$ cat src/rtl/llcst_pkg.sv
package llcst_pkg;

	localparam int TBL_DEPTH = 32;
	localparam int IDX_W     = $clog2(TBL_DEPTH);
	localparam int USED_W    = $clog2(TBL_DEPTH + 1);

	localparam logic [1:0] OP_TEXT = 2'd0;
	localparam logic [1:0] OP_EOL  = 2'd1;
	localparam logic [1:0] OP_READ = 2'd2;

	typedef struct packed {
		logic text;
		logic eol;
		logic rd_start;
		logic emit;
	} cmd_t;

	typedef struct packed {
		logic empty;
		logic at_last;
	} sts_t;

	function automatic logic is_letter(input logic [7:0] b);
		is_letter = (b >= 8'h41 && b <= 8'h5A) || (b >= 8'h61 && b <= 8'h7A);
	endfunction

endpackage

$ cat src/rtl/llcst_ctrl.sv
module llcst_ctrl (
	input  logic          clk,
	input  logic          arst_n,
	input  logic          start,
	input  logic [1:0]    operation,
	input  llcst_pkg::sts_t sts,
	output llcst_pkg::cmd_t cmd,
	output logic          busy
);
	import llcst_pkg::*;

	typedef enum logic {
		ST_IDLE,
		ST_READ
	} state_t;

	state_t state_q;
	logic   accept;

	assign accept = start && !busy;
	assign busy   = (state_q == ST_READ);

	always_comb begin
		cmd = '0;
		unique case (state_q)
			ST_IDLE: begin
				if (accept) begin
					unique case (operation)
						OP_TEXT: cmd.text     = 1'b1;
						OP_EOL:  cmd.eol      = 1'b1;
						OP_READ: cmd.rd_start = 1'b1;
						default: ;
					endcase
				end
			end
			ST_READ: cmd.emit = 1'b1;
		endcase
	end

	always_ff @(posedge clk or negedge arst_n) begin
		if (!arst_n) begin
			state_q <= ST_IDLE;
		end else begin
			unique case (state_q)
				ST_IDLE: begin
					if (accept && operation == OP_READ) begin
						state_q <= ST_READ;
					end
				end
				ST_READ: begin
					if (sts.empty || sts.at_last) begin
						state_q <= ST_IDLE;
					end
				end
			endcase
		end
	end

endmodule

$ cat src/rtl/llcst_dp.sv
module llcst_dp (
	input  logic          clk,
	input  logic          arst_n,
	input  logic [7:0]    char_byte,
	input  llcst_pkg::cmd_t cmd,
	output llcst_pkg::sts_t sts,
	output logic          result_strobe,
	output logic          entry_valid,
	output logic [15:0]   line_number,
	output logic [15:0]   line_letters,
	output logic [31:0]   total_letters,
	output logic          overflow,
	output logic          last
);
	import llcst_pkg::*;

	logic [15:0]       tbl_ln_q  [TBL_DEPTH];
	logic [15:0]       tbl_cnt_q [TBL_DEPTH];
	logic [USED_W-1:0] used_q;
	logic [15:0]       cur_q;
	logic [15:0]       lines_q;
	logic [31:0]       total_q;
	logic              drop_q;
	logic [IDX_W-1:0]  rd_idx_q;

	logic [15:0]       lines_nxt;
	logic              full;
	logic              letter;
	logic [TBL_DEPTH-1:0] ge;
	logic [15:0]       ins_ln  [TBL_DEPTH];
	logic [15:0]       ins_cnt [TBL_DEPTH];

	assign letter    = is_letter(char_byte);
	assign full      = (used_q == USED_W'(TBL_DEPTH));
	assign lines_nxt = (lines_q != 16'hFFFF) ? lines_q + 16'd1 : lines_q;

	assign sts.empty   = (used_q == '0);
	assign sts.at_last = ({1'b0, rd_idx_q} + USED_W'(1) == used_q);

	// sorted table: ge is monotonic, unused slots count as greater
	for (genvar g = 0; g < TBL_DEPTH; g++) begin : g_ins
		assign ge[g] = (USED_W'(g) >= used_q) || (tbl_cnt_q[g] >= cur_q);
		if (g == 0) begin : g_first
			assign ins_ln[g]  = ge[g] ? lines_nxt : tbl_ln_q[g];
			assign ins_cnt[g] = ge[g] ? cur_q : tbl_cnt_q[g];
		end else begin : g_rest
			assign ins_ln[g]  = !ge[g] ? tbl_ln_q[g] :
			                    ge[g-1] ? tbl_ln_q[g-1] : lines_nxt;
			assign ins_cnt[g] = !ge[g] ? tbl_cnt_q[g] :
			                    ge[g-1] ? tbl_cnt_q[g-1] : cur_q;
		end
	end

	always_ff @(posedge clk) begin
		if (cmd.eol && !full) begin
			for (int k = 0; k < TBL_DEPTH; k++) begin
				tbl_ln_q[k]  <= ins_ln[k];
				tbl_cnt_q[k] <= ins_cnt[k];
			end
		end
	end

	always_ff @(posedge clk or negedge arst_n) begin
		if (!arst_n) begin
			used_q   <= '0;
			cur_q    <= '0;
			lines_q  <= '0;
			total_q  <= '0;
			drop_q   <= 1'b0;
			rd_idx_q <= '0;
			result_strobe <= 1'b0;
		end else begin
			result_strobe <= cmd.emit;
			if (cmd.text && letter) begin
				if (cur_q != 16'hFFFF) begin
					cur_q <= cur_q + 16'd1;
				end
				if (total_q != 32'hFFFF_FFFF) begin
					total_q <= total_q + 32'd1;
				end
			end
			if (cmd.eol) begin
				lines_q <= lines_nxt;
				cur_q   <= '0;
				if (full) begin
					drop_q <= 1'b1;
				end else begin
					used_q <= used_q + USED_W'(1);
				end
			end
			if (cmd.rd_start) begin
				rd_idx_q <= '0;
			end else if (cmd.emit) begin
				rd_idx_q <= rd_idx_q + IDX_W'(1);
			end
		end
	end

	always_ff @(posedge clk) begin
		if (cmd.emit) begin
			entry_valid   <= !sts.empty;
			line_number   <= sts.empty ? 16'd0 : tbl_ln_q[rd_idx_q];
			line_letters  <= sts.empty ? 16'd0 : tbl_cnt_q[rd_idx_q];
			total_letters <= total_q;
			overflow      <= drop_q;
			last          <= sts.empty || sts.at_last;
		end
	end

endmodule

$ cat src/rtl/line_letter_count_sorted_table_unit.sv
// channel   ports                                         handshake
// command   operation, char_byte                          start & !busy
// result    entry_valid, line_number, line_letters,       result_strobe, one cycle
//           total_letters, overflow, last
//
// Text bytes and end-of-line commands are taken while busy stays low.
// Readout holds busy high from its accept until the last entry is read, one table
// entry per cycle (one empty result for an empty table); then start is taken again.
// Each result is registered and shows in the cycle after its table read.
// Insertion is a parallel compare and shift over the register table.
// arst_n clears counters, fill count and overflow flag; the receiver cannot stall.
module line_letter_count_sorted_table_unit (
	input  logic        clk,
	input  logic        arst_n,
	input  logic        start,
	output logic        busy,
	input  logic [1:0]  operation,
	input  logic [7:0]  char_byte,
	output logic        result_strobe,
	output logic        entry_valid,
	output logic [15:0] line_number,
	output logic [15:0] line_letters,
	output logic [31:0] total_letters,
	output logic        overflow,
	output logic        last
);
	import llcst_pkg::*;

	cmd_t cmd;
	sts_t sts;

	llcst_ctrl u_ctrl (
		.clk       (clk),
		.arst_n    (arst_n),
		.start     (start),
		.operation (operation),
		.sts       (sts),
		.cmd       (cmd),
		.busy      (busy)
	);

	llcst_dp u_dp (
		.clk           (clk),
		.arst_n        (arst_n),
		.char_byte     (char_byte),
		.cmd           (cmd),
		.sts           (sts),
		.result_strobe (result_strobe),
		.entry_valid   (entry_valid),
		.line_number   (line_number),
		.line_letters  (line_letters),
		.total_letters (total_letters),
		.overflow      (overflow),
		.last          (last)
	);

endmodule
$ cat config.mk
export PLATFORM = sky130hd
export DESIGN_NAME = line_letter_count_sorted_table_unit
export DESIGN_NICKNAME = d
export VERILOG_FILES = /design/src/rtl/llcst_pkg.sv /design/src/rtl/llcst_ctrl.sv /design/src/rtl/llcst_dp.sv /design/src/rtl/line_letter_count_sorted_table_unit.sv
export SDC_FILE = /design/constraint.sdc
export NUM_CORES = 2
export LEC_CHECK = 0
export ABC_AREA = 1
export BUFFER_PORTS_ARGS = -buffer_cell sky130_fd_sc_hd__buf_4
export CORE_MARGIN = 2
export CORE_UTILIZATION = 34
export CTS_BUF_LIST = sky130_fd_sc_hd__clkbuf_4 sky130_fd_sc_hd__clkbuf_8
export DETAILED_ROUTE_END_ITERATION = 10
export GPL_TIMING_DRIVEN = 0
export PLACE_DENSITY_LB_ADDON = 0.3
export SYNTH_ARGS = -nofsm -noshare
export SYNTH_HDL_FRONTEND = slang
export SYNTH_SLANG_ARGS = --single-unit
$ cat constraint.sdc
create_clock -name clk -period 4.4 [get_ports clk]
set_input_delay 0.44 -clock clk [delete_from_list [all_inputs] [get_ports clk]]
set_output_delay 0.44 -clock clk [all_outputs]
set_load 0.05 [all_outputs]
After elaboration in Yosys (flattened, before gate mapping). Memories as Yosys holds them, arrays and structs flattened. A register that Yosys moved wholly into a read port is not among the register bits. Index checks and enable logic that the tools add are counted.

Add/sub/neg operators: 6. Multipliers: 0. Divide/modulo/power cells: 0. Order comparisons: 68. Equality and inequality tests: 8. Shift operators: 0. Mux-type cells: 143. Bitwise operators: 2. Reductions and logical operators: 53.

Operators with widths (count): $mux 16 (130); $ge 16x16->1 (32); $ge 5x6->1 const A (16); $ge 4x6->1 const A (8); $logic_or 1x1->1 (34); $add 16x1->16 const B (2); $add 32x1->32 const B (1); $ne 16x16->1 const B (2); $ne 32x32->1 const B (1); $ge 3x6->1 const A (4); $ge 8x7->1 const B (2); $le 8x7->1 const B (2); $ge 1x6->1 const A (2); $ge 2x6->1 const A (2); $mux 5 (2); $reduce_and 2->1 (5); $mux 1 (8); $add 5x1->6 const B (1); $add 6x1->6 const B (1); $eq 6x6->1 (1); $eq 6x6->1 const B (1); $logic_and 1x1->1 (6); $logic_not 6->1 (1); $mux 3 (2); 9 further kinds (14).

Register bits: 113. Latch bits: 0. Bits in writable memories: 1024. Bits in read-only memories: 0. Input port bits: 13. Output and inout port bits: 69. Word-level logic and storage cells: 294. Memories kept: 2.

Memories: u_dp.tbl_cnt_q (words 32, width 16, rd ports 33, clocked after memory_dff 1, write ports 32, line llcst_dp.sv:18) `logic [15:0] tbl_cnt_q [TBL_DEPTH];`; u_dp.tbl_ln_q (words 32, width 16, rd ports 32, clocked after memory_dff 1, write ports 32, line llcst_dp.sv:17) `logic [15:0] tbl_ln_q [TBL_DEPTH];`.

Logic depth before layout (Yosys ltp).
Depth in word-level cells: 8. Gate-level depth with buffers: 14. Depth with buffers taken out: 13.

Modules after synthesis. Synthesis repeated with hierarchy kept, for this count alone.

Cells, all modules: 9608. Area, all modules: 76636.0 µm².

By module, submodules not included: llcst_dp (times used 1, cells an instance 9592, area an instance 76548.4 µm², seq. area each 34688.3 µm²); llcst_ctrl (times used 1, cells an instance 16, area an instance 87.6 µm², seq. area each 25.0 µm²).

Least setup slack after synthesis. OpenSTA, ideal clock, no wires.

Kind: reg-to-reg. Start: register u_ctrl.state_q, in the netlist u_ctrl.busy. End: memory u_dp.tbl_cnt_q[0][0] (enable). Library setup time: 0.400 ns. Data arrival time: 3.351 ns. Data required time: 4.000 ns. Path slack: 0.649 ns. Cell stages (with the launch flop): 9. Path buffers: 1. Period minus slack after synthesis: 3.751 ns. Path through: dfrtp_1 > inv_2 > nand2_1 > inv_1 > nand2_1 > nor2_2 > clkbuf_1 > nand2_1 > inv_1.

RTL lines: start: declaration (line llcst_ctrl.sv:17) `state_t state_q;`; start signal: assignment (line llcst_ctrl.sv:42) `state_q <= ST_IDLE;`; start signal: assignment (line llcst_ctrl.sv:47) `state_q <= ST_READ;`; start signal: assignment (line llcst_ctrl.sv:52) `state_q <= ST_IDLE;`; end: declaration (line llcst_dp.sv:18).

==> results.py <==
metrics = {
    "outcome": {
        "status": "complete, but fails checks",
        "violations": "capacitance limit, slew limit, setup timing",
    },
    "global_route": {
        "use_met1_pct": 39.86,
        "grt_max_degree": 79,
        "grt_pass1_vias": 69860,
        "track_usage_pct": 30.44,
        "grt_pass1_wl_mm": 504.4,
        "use_met2_pct": 43.83,
        "antenna_found_initial": 24,
        "use_met3_pct": 8.888,
        "grt-ovfl-total": 0,
        "grt-busiest-layer": "met2",
    },
    "finish": {
        "nNetsFinal": 10450,
        "nFillCells": 23180,
        "final_layout_size_suffix_gt1_share_pct": 7.812,
        "area_delta_synth_final_pct": 12.31,
        "final_util_pct": 38.32,
        "instances_no_fill": 13100,
    },
    "routing": {
        "vias": 76670,
        "drt_pass1_iterations": 7,
        "viasPerCell": 5.853,
        "drc": 0,
        "drt_iter0_drc": 11350,
        "wl_per_cell_um": 27.65,
        "ant_nets": 0,
        "postRouteWirelength_mm": 362.2,
    },
    "sta": {
        "fin_skew_ns": 0.06554,
        "final-setup-viol-count": 26,
        "slew_headroom_pct": -6.942,
        "setup_ws_ns": -0.09442,
        "clock.fmax_mhz": 222.5,
        "rsz0062_at_grt": "true",
        "worst_pin_slew_ns": 1.604,
        "finalCritPeriodShare_pct": 102.1,
        "maxSlewViolCount": 44,
        "finalCriticalPeriod_ns": 4.494,
        "finalHoldViolCount": 0,
        "hold_slack_ns": 0.2159,
    },
    "floorplan": {
        "dieArea_um2": 228900,
        "initial_core_util_pct": 34.12,
        "fp.dieH_um": 478.4,
        "core_um2": 224200,
        "fp.dieW_um": 478.4,
        "rows": 174,
        "io_pins": 82,
    },
    "clock_tree": {
        "numCtsBuffers": 214,
        "tritoncts": "done",
        "ctsLongestPathBuffers": 3,
        "cts-root-buf": "clkbuf_8",
        "clkTransAtPathRegs_ns": 0.07,
        "cts.htree.levels": 4,
        "worstSkewPairLatency_ns": 1.01,
        "clock_sinks": 1169,
    },
    "logic_synthesis": {
        "synth_top_family_by_area": "simple AND/OR/NAND/NOR gates",
        "synth-xor-area-share_pct": 0.4807,
        "syn_avg_cell_area_um2": 7.977,
        "synthArstFlopShare_pct": 6.672,
        "syn-num-nets": 10120,
        "yosysSeqAreaShare_pct": 45.37,
        "synthMuxAreaShare_pct": 0,
        "yosys_register_bits": 1169,
        "synth_edf_count": 1091,
        "netlist.area_leader.share_pct": 42.81,
        "synthSimpleGateAreaFrac_pct": 34.41,
        "synth_fa_ha_area_share_pct": 8.486,
        "synth_ff_type": "edfxtp_1",
        "ys_warn_count": 0,
        "synth-compound-area-share_pct": 5.329,
        "yosysTopAreaCell": "edfxtp_1",
        "synth_cell_types": 45,
        "netlist_top_cells_area": "edfxtp_1 (43%), nand2_1 (20%), nand4_1 (8.5%)",
        "synthCells": 9592,
        "synth.cell_area_um2": 76520,
    },
    "setup_path": {
        "r2r_start": "u_dp.rd_idx_q[2]",
        "rr_endpoint": "u_dp.line_number[2]",
        "cp_common_cell": "clkbuf_1",
        "critPathMaxFanout": 10,
        "crit_path_end_kind": "register",
        "critPathArrivalTime_ns": 5.15,
        "r2r.worst_path.cells": 7,
        "cp-start-kind": "register",
        "required_ns": 5.06,
        "crit_slowest_cell": "a21oi_1",
        "critPathKind": "reg -> reg",
        "r2r_setup_slack_ns": -0.09,
        "crit_chain": "clkbuf_1 > nand2_1 > clkbuf_1 > clkbuf_1 > o211ai_1 > nand3_1 > a21oi_1",
        "slowest_delay_ns": 0.87,
    },
    "placed_design": {
        "io_buffer_count": 80,
        "placed_cells": 12680,
        "hpwl_mm": 268.0,
        "gp_congestion": 1.080,
    },
    "run": {
        "max_cap_viol_count": 4,
    },
    "power_and_ir_drop": {
        "p_leak_nw": 37.14,
        "p_total_mw": 58.56,
        "peakVddDrop_mv": 0.7474,
        "pwr_density_cell_nw_per_um2": 681.4,
    },
    "hold_path": {
        "hold_path.class": "in -> async",
    },
}
## registers in the layout, summed over array words and instances, names as in the netlist
name,count
u_dp.result_strobe,1
u_dp.total_letters,32
u_dp.tbl_ln_q,512
u_dp.tbl_cnt_q,512
u_dp.rd_idx_q,5
u_dp.lines_q,16
u_dp.line_number,16
u_dp.used_q,6
u_dp.last,1
u_ctrl.busy,1
u_dp.entry_valid,1
u_dp.total_q,32
u_dp.drop_q,1
u_dp.line_letters,16
u_dp.overflow,1
u_dp.cur_q,16
## cells in the final DEF (no fill, tap or decap), types with 5 or more instances in the layout
cell / count
clkinv_2: 29
nand3_4: 10
clkbuf_8: 223
nor3_1: 90
buf_4: 126
dfrtp_1: 75
clkinv_1: 54
nand2_1: 4056
clkbuf_4: 62
inv_4: 8
nor2_1: 304
nand4_1: 1039
clkbuf_2: 11
inv_1: 327
inv_2: 18
o211ai_1: 64
nand4_2: 5
clkbuf_1: 428
nand3_1: 513
xnor2_1: 8
o21ai_1: 21
buf_12: 13
a21oi_1: 348
a21o_1: 32
ha_1: 519
bufinv_16: 14
a21boi_0: 64
edfxtp_1: 1091
o22ai_1: 34
buf_2: 179
o21ai_0: 144
nor2_2: 10
buf_1: 36
xor2_1: 34
diode_2: 20
clkinvlp_4: 51
## Yosys cell counts, types with 21 or more instances
cell,n
nand2_1,4056
edfxtp_1,1091
nand4_1,1039
ha_1,519
nand3_1,513
clkbuf_1,448
inv_1,372
a21oi_1,348
nor2_1,304
buf_2,181
o21ai_0,144
nor3_1,90
dfrtp_1,78
a21boi_0,64
o211ai_1,64
buf_4,45
buf_1,37
o22ai_1,34
xor2_1,34
a21o_1,32
o21ai_1,21
## per-layer routing
layer / vias up / routed length, µm
li1: 33900 / -
met1: 36910 / 143000
met3: 990 / 43390
met5: - / 102
met2: 4868 / 149500
met4: 14 / 26210
## per-stage QoR
step	area [µm²]	TNS [ns]	worst slack, ns
floorplan	76520	0	0.6494
global placement	80860	-4825.58	-3.160
detailed placement	81170	-795.23	-1.038
CTS	85740	0	0.06385
global route	85900	-1.024	-0.05315
finish	85940	-0.5588	-0.09442
## how the worst max path moves through the flow
stage                                  end        startpoint  slack (ns)
finish                 u_dp.line_number[2]  u_dp.rd_idx_q[2]       -0.09
global route          u_dp.tbl_ln_q[11][7]    u_dp.cur_q[12]       -0.05
CTS                 u_dp.tbl_cnt_q[23][10]    u_dp.cur_q[10]        0.06
detailed placement     u_dp.tbl_ln_q[5][5]     u_dp.cur_q[4]       -1.04
global placement    u_dp.tbl_cnt_q[30][13]    u_dp.cur_q[12]       -3.16
floorplan             u_dp.tbl_cnt_q[0][0]       u_ctrl.busy        0.65
## kinds of logic (layout without fill, tap and decap cells)
logic type | after synthesis | after routing
adders and majority gates | 519 | 519
AOI/OAI and AO/OA | 718 | 718
other | 0 | 20
xor gates and xnor gates | 42 | 42
DFF | 1169 | 1169
buffers and inverters | 1100 | 1595
and+or+nand+nor | 6044 | 6044
## critical path: cells and delay by family (launching register included)
kind | cells | cell delay [ns]
buf+inv | 3 | 1.43
flops | 1 | 0.32
compound gates | 2 | 1.64
simple gates | 2 | 0.73
## repair_timing
item,CTS,global route
cloned,8,7
buffers inserted,0,5
gates resized for setup,47,23
pin swaps,0,1
setup endpoints to repair,1014,751
endpoints found under the hold margin,79,0
hold buffers,3,0
## power by group
group	internal [mW]	total [mW]	switching, mW
Clock	5.98	11.2	5.26
Sequential	14.3	15.4	1.17
Combinational	6.94	31.9	25.0
## cell type report
| type | instances | area (µm²) | area share (%) |
|---|---|---|---|
| flip-flops and latches | 1169 | 34720 | 40.40 |
| plain buffers | 706 | 3093 | 3.599 |
| repair inverters | 15 | 112.6 | 0.1310 |
| clock inverters | 105 | 849.6 | 0.9886 |
| diodes | 20 | 50.05 | 0.05824 |
| well taps | 2992 | 3744 | 4.356 |
| repair buffers | 100 | 980.9 | 1.141 |
| clock buffers | 281 | 3505 | 4.078 |
| multi-input cells | 7323 | 37280 | 43.38 |
| inverters | 388 | 1608 | 1.871 |
Power figures use the tool's default switching activity.
